[config.mk]
export PLATFORM = sky130hd
export DESIGN_NAME = matrix_vector_multiply_top
export DESIGN_NICKNAME = d
export VERILOG_FILES = /design/src/rtl/mvm_pkg.sv /design/src/rtl/mvm_mac.sv /design/src/rtl/matrix_vector_multiply_top.sv
export SDC_FILE = /design/constraint.sdc
export NUM_CORES = 2
export LEC_CHECK = 0
export ABC_AREA = 1
export ABC_CLOCK_PERIOD_IN_PS = 12210
export BUFFER_PORTS_ARGS = -buffer_cell sky130_fd_sc_hd__buf_2
export CAP_MARGIN = 30
export CELL_PAD_IN_SITES_DETAIL_PLACEMENT = 0
export CELL_PAD_IN_SITES_GLOBAL_PLACEMENT = 1
export CORE_ASPECT_RATIO = 1.1
export CORE_UTILIZATION = 53
export DETAILED_ROUTE_END_ITERATION = 8
export PLACE_DENSITY_LB_ADDON = 0.1
export SLEW_MARGIN = 30
export SYNTH_ARGS = -nofsm -noshare
export SYNTH_HDL_FRONTEND = slang
export SYNTH_HIERARCHICAL = 1
export SYNTH_SLANG_ARGS = --single-unit
[constraint.sdc]
create_clock -name clk -period 12.21 [get_ports clk]
set_clock_uncertainty 0.1 [all_clocks]
set_input_delay 1.8315 -clock clk [delete_from_list [all_inputs] [get_ports clk]]
set_output_delay 1.8315 -clock clk [all_outputs]
set_load 0.03 [all_outputs]
[src/rtl/mvm_pkg.sv]
// Package for the streaming matrix-vector multiplier.
// Holds widths, codes, reset values and the pipeline control struct.
`timescale 1ns / 1ps
package mvm_pkg;

  localparam int DATA_W      = 32;
  localparam int IDX_W       = 3;
  localparam int DIM_W       = 4;
  localparam int MAX_DIM_DEF = 8;

  localparam logic [DIM_W-1:0] DIM_RESET = 4'd8;

  localparam logic FUNC_LOAD   = 1'b0;
  localparam logic FUNC_MATRIX = 1'b1;

  localparam logic REG_DIM = 1'b0;

  typedef struct packed {
    logic             vld;
    logic             row_end;
    logic             last;
    logic [IDX_W-1:0] row;
  } mvm_ctl_t;

endpackage

[src/rtl/mvm_mac.sv]
// Multiply-accumulate back end: product stage, then row and total accumulators.
// Depends on mvm_pkg for widths and the control struct.
`timescale 1ns / 1ps
module mvm_mac
  import mvm_pkg::*;
(
  input  logic              clk,
  input  logic              rst_n,
  input  logic              clr,
  input  mvm_ctl_t          ctl,
  input  logic [DATA_W-1:0] elem,
  input  logic [DATA_W-1:0] vec,
  output logic              res_valid,
  output logic [IDX_W-1:0]  res_row,
  output logic [DATA_W-1:0] res_dot,
  output logic [DATA_W-1:0] res_total,
  output logic              res_last
);

  mvm_ctl_t          ctl_r;
  logic [DATA_W-1:0] prod_r;
  logic [DATA_W-1:0] acc_r, acc_nxt;
  logic [DATA_W-1:0] tot_r, tot_nxt;
  logic [DATA_W-1:0] sum;
  logic [DATA_W-1:0] tot_sum;
  logic              valid_r;
  logic [IDX_W-1:0]  row_r;
  logic [DATA_W-1:0] dot_r;
  logic [DATA_W-1:0] total_r;
  logic              last_r;

  always_ff @(posedge clk) begin
    if (!rst_n) begin
      ctl_r <= '0;
    end else begin
      ctl_r <= ctl;
    end
  end

  always_ff @(posedge clk) begin
    prod_r <= DATA_W'(elem * vec);
  end

  assign sum     = acc_r + prod_r;
  assign tot_sum = tot_r + sum;

  always_comb begin
    acc_nxt = acc_r;
    tot_nxt = tot_r;
    if (clr) begin
      acc_nxt = '0;
      tot_nxt = '0;
    end else if (ctl_r.vld) begin
      if (ctl_r.row_end) begin
        acc_nxt = '0;
        tot_nxt = ctl_r.last ? '0 : tot_sum;
      end else begin
        acc_nxt = sum;
      end
    end
  end

  always_ff @(posedge clk) begin
    if (!rst_n) begin
      acc_r   <= '0;
      tot_r   <= '0;
      valid_r <= 1'b0;
    end else begin
      acc_r   <= acc_nxt;
      tot_r   <= tot_nxt;
      valid_r <= ctl_r.vld & ctl_r.row_end;
    end
  end

  always_ff @(posedge clk) begin
    if (ctl_r.vld && ctl_r.row_end) begin
      row_r   <= ctl_r.row;
      dot_r   <= sum;
      total_r <= tot_sum;
      last_r  <= ctl_r.last;
    end
  end

  assign res_valid = valid_r;
  assign res_row   = row_r;
  assign res_dot   = dot_r;
  assign res_total = total_r;
  assign res_last  = last_r;

endmodule

[src/rtl/matrix_vector_multiply_top.sv]
// Streaming matrix-vector multiplier, top level.
// Depends on mvm_pkg and mvm_mac; holds the vector memory and row/column counters.
//
// Usage:
//  - Input: a transaction is taken when start is high and busy is low. busy stays
//    low, so one element is taken every cycle. in_func = 0 writes in_value into
//    vector entry in_vector_index; in_func = 1 streams the next matrix element,
//    row-major.
//  - Each matrix element reads the vector memory (one synchronous read port),
//    is multiplied in the next stage and accumulated in the third.
//  - Output: when a row completes, out_valid pulses for one cycle after the vector
//    read, product and result registers, with row index, dot product, running
//    total and a last-row flag. The receiver cannot stall; results are never held.
//  - Throughput: one element per cycle, set by the single memory read port and
//    the three-stage multiply-accumulate pipeline.
//  - Configuration: register dim_n at byte address 0 (reset 8). A write clears
//    the row and column position, accumulator and running total; write only
//    while no row is in flight.
//  - Reset (rst_n low, synchronous) clears counters and accumulators and sets
//    dim_n to 8. Vector entries are undefined until loaded.
`timescale 1ns / 1ps
module matrix_vector_multiply_top
  import mvm_pkg::*;
#(
  parameter int MAX_DIM = MAX_DIM_DEF
) (
  input  logic              clk,
  input  logic              rst_n,
  input  logic              start,
  output logic              busy,
  input  logic              in_func,
  input  logic [IDX_W-1:0]  in_vector_index,
  input  logic [DATA_W-1:0] in_value,
  output logic              out_valid,
  output logic [IDX_W-1:0]  out_row_index,
  output logic [DATA_W-1:0] out_dot_product,
  output logic [DATA_W-1:0] out_total_sum,
  output logic              out_last_row,
  input  logic              cfg_psel,
  input  logic              cfg_penable,
  input  logic              cfg_pwrite,
  input  logic [2:0]        cfg_paddr,
  input  logic [31:0]       cfg_pwdata,
  output logic [31:0]       cfg_prdata,
  output logic              cfg_pready
);

  localparam int AW = $clog2(MAX_DIM);
  localparam int DW = $clog2(MAX_DIM + 1);

  logic [DIM_W-1:0]  dim_r;
  logic              cfg_wr;
  logic [DW-1:0]     act_dim;
  logic              accept;
  logic              mat_acc;
  logic              vec_wr;
  logic [AW-1:0]     col_r, col_nxt;
  logic [AW-1:0]     row_r, row_nxt;
  logic [AW:0]       col_p1;
  logic [AW:0]       row_p1;
  logic              row_end;
  logic              last;
  logic [DATA_W-1:0] vec_mem [MAX_DIM];
  logic [DATA_W-1:0] rd_data_r;
  logic [DATA_W-1:0] elem_r;
  mvm_ctl_t          ctl_r, ctl_nxt;

  // configuration
  assign cfg_pready = 1'b1;
  assign cfg_wr     = cfg_psel & cfg_penable & cfg_pwrite & (cfg_paddr[2] == REG_DIM);
  assign cfg_prdata = (cfg_paddr[2] == REG_DIM) ? {{(32-DIM_W){1'b0}}, dim_r} : '0;

  always_ff @(posedge clk) begin
    if (!rst_n) begin
      dim_r <= DIM_RESET;
    end else if (cfg_wr) begin
      dim_r <= cfg_pwdata[DIM_W-1:0];
    end
  end

  always_comb begin
    if (dim_r == '0) begin
      act_dim = DW'(1);
    end else if (32'(dim_r) > 32'(MAX_DIM)) begin
      act_dim = DW'(MAX_DIM);
    end else begin
      act_dim = DW'(dim_r);
    end
  end

  // input transaction
  assign busy    = 1'b0;
  assign accept  = start & ~busy;
  assign mat_acc = accept & (in_func == FUNC_MATRIX);
  assign vec_wr  = accept & (in_func == FUNC_LOAD) &
                   (32'(in_vector_index) < 32'(MAX_DIM));

  assign col_p1  = (AW+1)'(col_r) + (AW+1)'(1);
  assign row_p1  = (AW+1)'(row_r) + (AW+1)'(1);
  assign row_end = col_p1 >= (AW+1)'(act_dim);
  assign last    = row_p1 >= (AW+1)'(act_dim);

  always_comb begin
    col_nxt = col_r;
    row_nxt = row_r;
    if (cfg_wr) begin
      col_nxt = '0;
      row_nxt = '0;
    end else if (mat_acc) begin
      if (row_end) begin
        col_nxt = '0;
        row_nxt = last ? '0 : AW'(row_p1);
      end else begin
        col_nxt = AW'(col_p1);
      end
    end
  end

  always_ff @(posedge clk) begin
    if (!rst_n) begin
      col_r <= '0;
      row_r <= '0;
      ctl_r <= '0;
    end else begin
      col_r <= col_nxt;
      row_r <= row_nxt;
      ctl_r <= ctl_nxt;
    end
  end

  always_comb begin
    ctl_nxt.vld     = mat_acc;
    ctl_nxt.row_end = row_end;
    ctl_nxt.last    = last;
    ctl_nxt.row     = IDX_W'(row_r);
  end

  // vector memory: one write port, one registered read port
  always_ff @(posedge clk) begin
    if (vec_wr) begin
      vec_mem[AW'(in_vector_index)] <= in_value;
    end
  end

  always_ff @(posedge clk) begin
    rd_data_r <= vec_mem[col_r];
    elem_r    <= in_value;
  end

  mvm_mac u_mac (
    .clk       (clk),
    .rst_n     (rst_n),
    .clr       (cfg_wr),
    .ctl       (ctl_r),
    .elem      (elem_r),
    .vec       (rd_data_r),
    .res_valid (out_valid),
    .res_row   (out_row_index),
    .res_dot   (out_dot_product),
    .res_total (out_total_sum),
    .res_last  (out_last_row)
  );

endmodule

==> run_results.csv <==
group,metric,value,unit
clock_network,postCtsSetupBuffers,0,
worst_setup_path,arrival,7.57,ns
logic_synthesis,yosysWarnings,6,
worst_setup_path,path_class,"flip-flop to flip-flop",
worst_setup_path,cp-endpoint,"u_mac/prod_r[31]",
worst_setup_path,end_kind,"flip-flop",
die,die-area,0.0727,sq mm
clock_network,ctsResizeCount,0,
die,pin_count,180,
worst_setup_path,critPathMaxFanout,16,
status,run_status,"completed",
worst_setup_path,crit_slowest_cell,"dfxtp_1",
logic_synthesis,synth-seq-area-share,35.3,%
placed_design,dp_hpwl,69800,um
drt,vias,27300,
layout,stdcell_area,0.0410,sq mm
layout,utilization,58.1,%
worst_hold_path,hp-class,"flip-flop to flip-flop",
logic_synthesis,syn-cell-area,0.0379,sq mm
worst_setup_path,start_kind,"flip-flop",
clock_network,cts_buffer_depth,3,
sta,worst_pin_slew,1.01,ns
drt,wl_per_cell,18.3,um
logic_synthesis,netlist_instances,4290,
clock_network,clkTransAtPathRegs,0.06,ns
logic_synthesis,syn_avg_cell_area,8.84,sq um
die,num_rows,102,
clock_network,postCtsHoldBufs,0,
layout,drive_gt1_share,7.09,%
clock_network,clock-root-buffer,"clkbuf_16",
worst_setup_path,critical_path_depth,23,
sta,rsz0062_at_grt,"no",
drt,ant_nets,0,
sta,clock.fmax,139,MHz
die,initial_core_util,53.8,%
clock_network,cts_max_level,2,
logic_synthesis,synth.ff_latch_count,507,
grt,grt_overflow,0,
drt,firstDrtPassIters,5,
layout,layout.nets,5023,
worst_setup_path,r2r_end,"u_mac/prod_r[31]",
drt,vias_per_cell,5.13,
clock_network,cts_buffers,53,
sta,period_share,59.0,%
grt,grt_start_max_net_pins,95,
drt,post-route-drc-count,0,
logic_synthesis,synth_cell_types,55,
placed_design,io_buffers,119,
sta,post-route-min-period,7.20,ns
drt,first_iter_violations,1712,
layout,finalNonFillerCells,5326,
logic_synthesis,synthTopCellsByArea,"edfxtp_1 26%, fa_1 22%, nand2_1 9.9%, dfxtp_1 9.7%, inv_1 8.7%",
sta,fin_setup_tns,0,ns
die,die_y,283,um
sta,finalSetupViolCount,0,
sta,drv_slew,0,
grt,grt_pass1_wl,154000,um
placed_design,placed_cells,5224,
worst_setup_path,r2r-start,"rd_data_r[17]",
worst_setup_path,path_cells,"nand2_1, fa_1, inv_1, fa_1, inv_1, fa_1, inv_1, fa_1, inv_1, fa_1, fa_1, inv_1, fa_1, fa_1, ha_1, inv_1, nor3_1, nand2_1, o21ai_0, a21o_1, inv_1, nand3_1, nand2_1",
grt,track_usage,27.7,%
clock_network,cts_tree,"yes",
worst_setup_path,crit_top_cell,"fa_1",
sta,finalHoldViolCount,0,
sta,slew_headroom,32.7,%
worst_hold_path,min_from,"u_mac/ctl_r[2]",
logic_synthesis,synth_top_area_cell,"edfxtp_1",
placed_design,place_congestion,0.912,
layout,area_growth,8.09,%
grt,antenna_found_initial,5,
worst_setup_path,critical_path_buf_inv_count,7,
placed_design,dpl-instance-area,0.0393,sq mm
grt,grt_pass1_vias,27600,
clock_network,clock_latency,0.63,ns
flow_run,max-cap-violations,0,
logic_synthesis,synth_top_area_share,25.6,%
clock_network,cts_sinks,507,
drt,wirelength,97300,um
worst_setup_path,crit_path_start,"rd_data_r[17]",
die,die_x,257,um
worst_setup_path,r2r_cells,23,
worst_setup_path,r2r_slack,5.01,ns
worst_setup_path,crit_required,12.58,ns
worst_setup_path,max_stage_delay,0.90,ns
worst_setup_path,path_delay_family,"adder cells",
die,core-area,0.0706,sq mm
## logic make-up after synthesis
logic type	Yosys count	share of synthesized area (%)
flip-flops	507	35.3
AO/OA/AOI/OAI	479	7.01
XOR/XNOR	91	2.18
other	2	0.0198
AND/OR/NAND/NOR	1523	16.0
adder cells (fa/ha/maj)	603	28.0
buffers and inverters	1085	11.5
## state kept, by name (all words and copies together), names as in the netlist
| name | cells |
|---|---|
| elem_r | 32 |
| u_mac/tot_r | 32 |
| row_r | 3 |
| u_mac/res_last | 1 |
| col_r | 3 |
| u_mac/res_total | 32 |
| dim_r | 4 |
| u_mac/ctl_r | 6 |
| ctl_r | 6 |
| u_mac/prod_r | 32 |
| u_mac/res_dot | 32 |
| vec_mem | 256 |
| u_mac/res_row | 3 |
| u_mac/res_valid | 1 |
| rd_data_r | 32 |
| u_mac/acc_r | 32 |
## worst min-delay path by stage
stage | to | slack [ns] | cells past startpoint
floorplan | u_mac/res_row[0] | 0.29 | 0
global placement | u_mac/res_row[0] | 0.29 | 0
detailed placement | u_mac/res_row[1] | 0.29 | 0
CTS | u_mac/res_row[1] | 0.30 | 0
global route | u_mac/res_row[1] | 0.31 | 0
finish | u_mac/res_row[2] | 0.30 | 0
## routing by layer
metal	GRT usage, %	vias up	wire length, um
met2	49.3	667	48600
met5	0	-	30
li1	-	13200	-
met1	34.4	13300	39800
met4	11.0	4	4120
met3	3.10	187	4690
## metrics by stage
| stage | setup WS, ns | hold slack (ns) |
|---|---|---|
| floorplan | 5.74 | 0.286 |
| global route | 4.62 | 0.312 |
| CTS | 4.91 | 0.303 |
| finish | 5.01 | 0.302 |
| global placement | 4.96 | 0.288 |
| detailed placement | 4.97 | 0.289 |
## synthesized netlist by cell type (all sizes together)
| cell type | instances |
|---|---|
| ha | 193 |
| clkbuf | 109 |
| a31oi | 49 |
| o221a | 1 |
| dfxtp | 183 |
| o211ai | 2 |
| nor4 | 7 |
| a211oi | 2 |
| o21ai | 189 |
| a31o | 1 |
| nand3b | 12 |
| inv | 882 |
| nor2 | 348 |
| buf | 94 |
| o31ai | 1 |
| nand2 | 1015 |
| edfxtp | 324 |
| o21bai | 9 |
| and3 | 1 |
| o221ai | 1 |
| o21a | 5 |
| nor3 | 20 |
| xnor2 | 24 |
| a21o | 19 |
| nand4 | 11 |
| conb | 2 |
| fa | 410 |
| and2 | 15 |
| or2 | 3 |
| nand3 | 91 |
| xor2 | 67 |
| a21oi | 165 |
| a21boi | 3 |
| o22ai | 32 |
## area by class of cell
type / count / area [sq um]
tap: 936 / 1170
antenna: 3 / 7.51
multi-input combinational: 2726 / 20400
clock buffer: 78 / 1470
inverter: 882 / 3310
sequential: 507 / 13400
fill: 6381 / 29600
clock inverter: 21 / 270
timing repair buffer: 173 / 1000
## placed cells by master, fill, tap and decap left out, types with 53 or more instances in the layout
cell	n
a21oi_1	161
buf_2	119
buf_4	54
clkbuf_16	53
dfxtp_1	179
edfxtp_1	324
fa_1	410
ha_1	193
inv_1	875
nand2_1	1001
nand3_1	89
nor2_1	336
o21ai_0	145
xor2_1	64
Power is left out: the tool's default activity adds up to more than one toggle a clock period on the data nets, which glitch-free logic cannot reach.
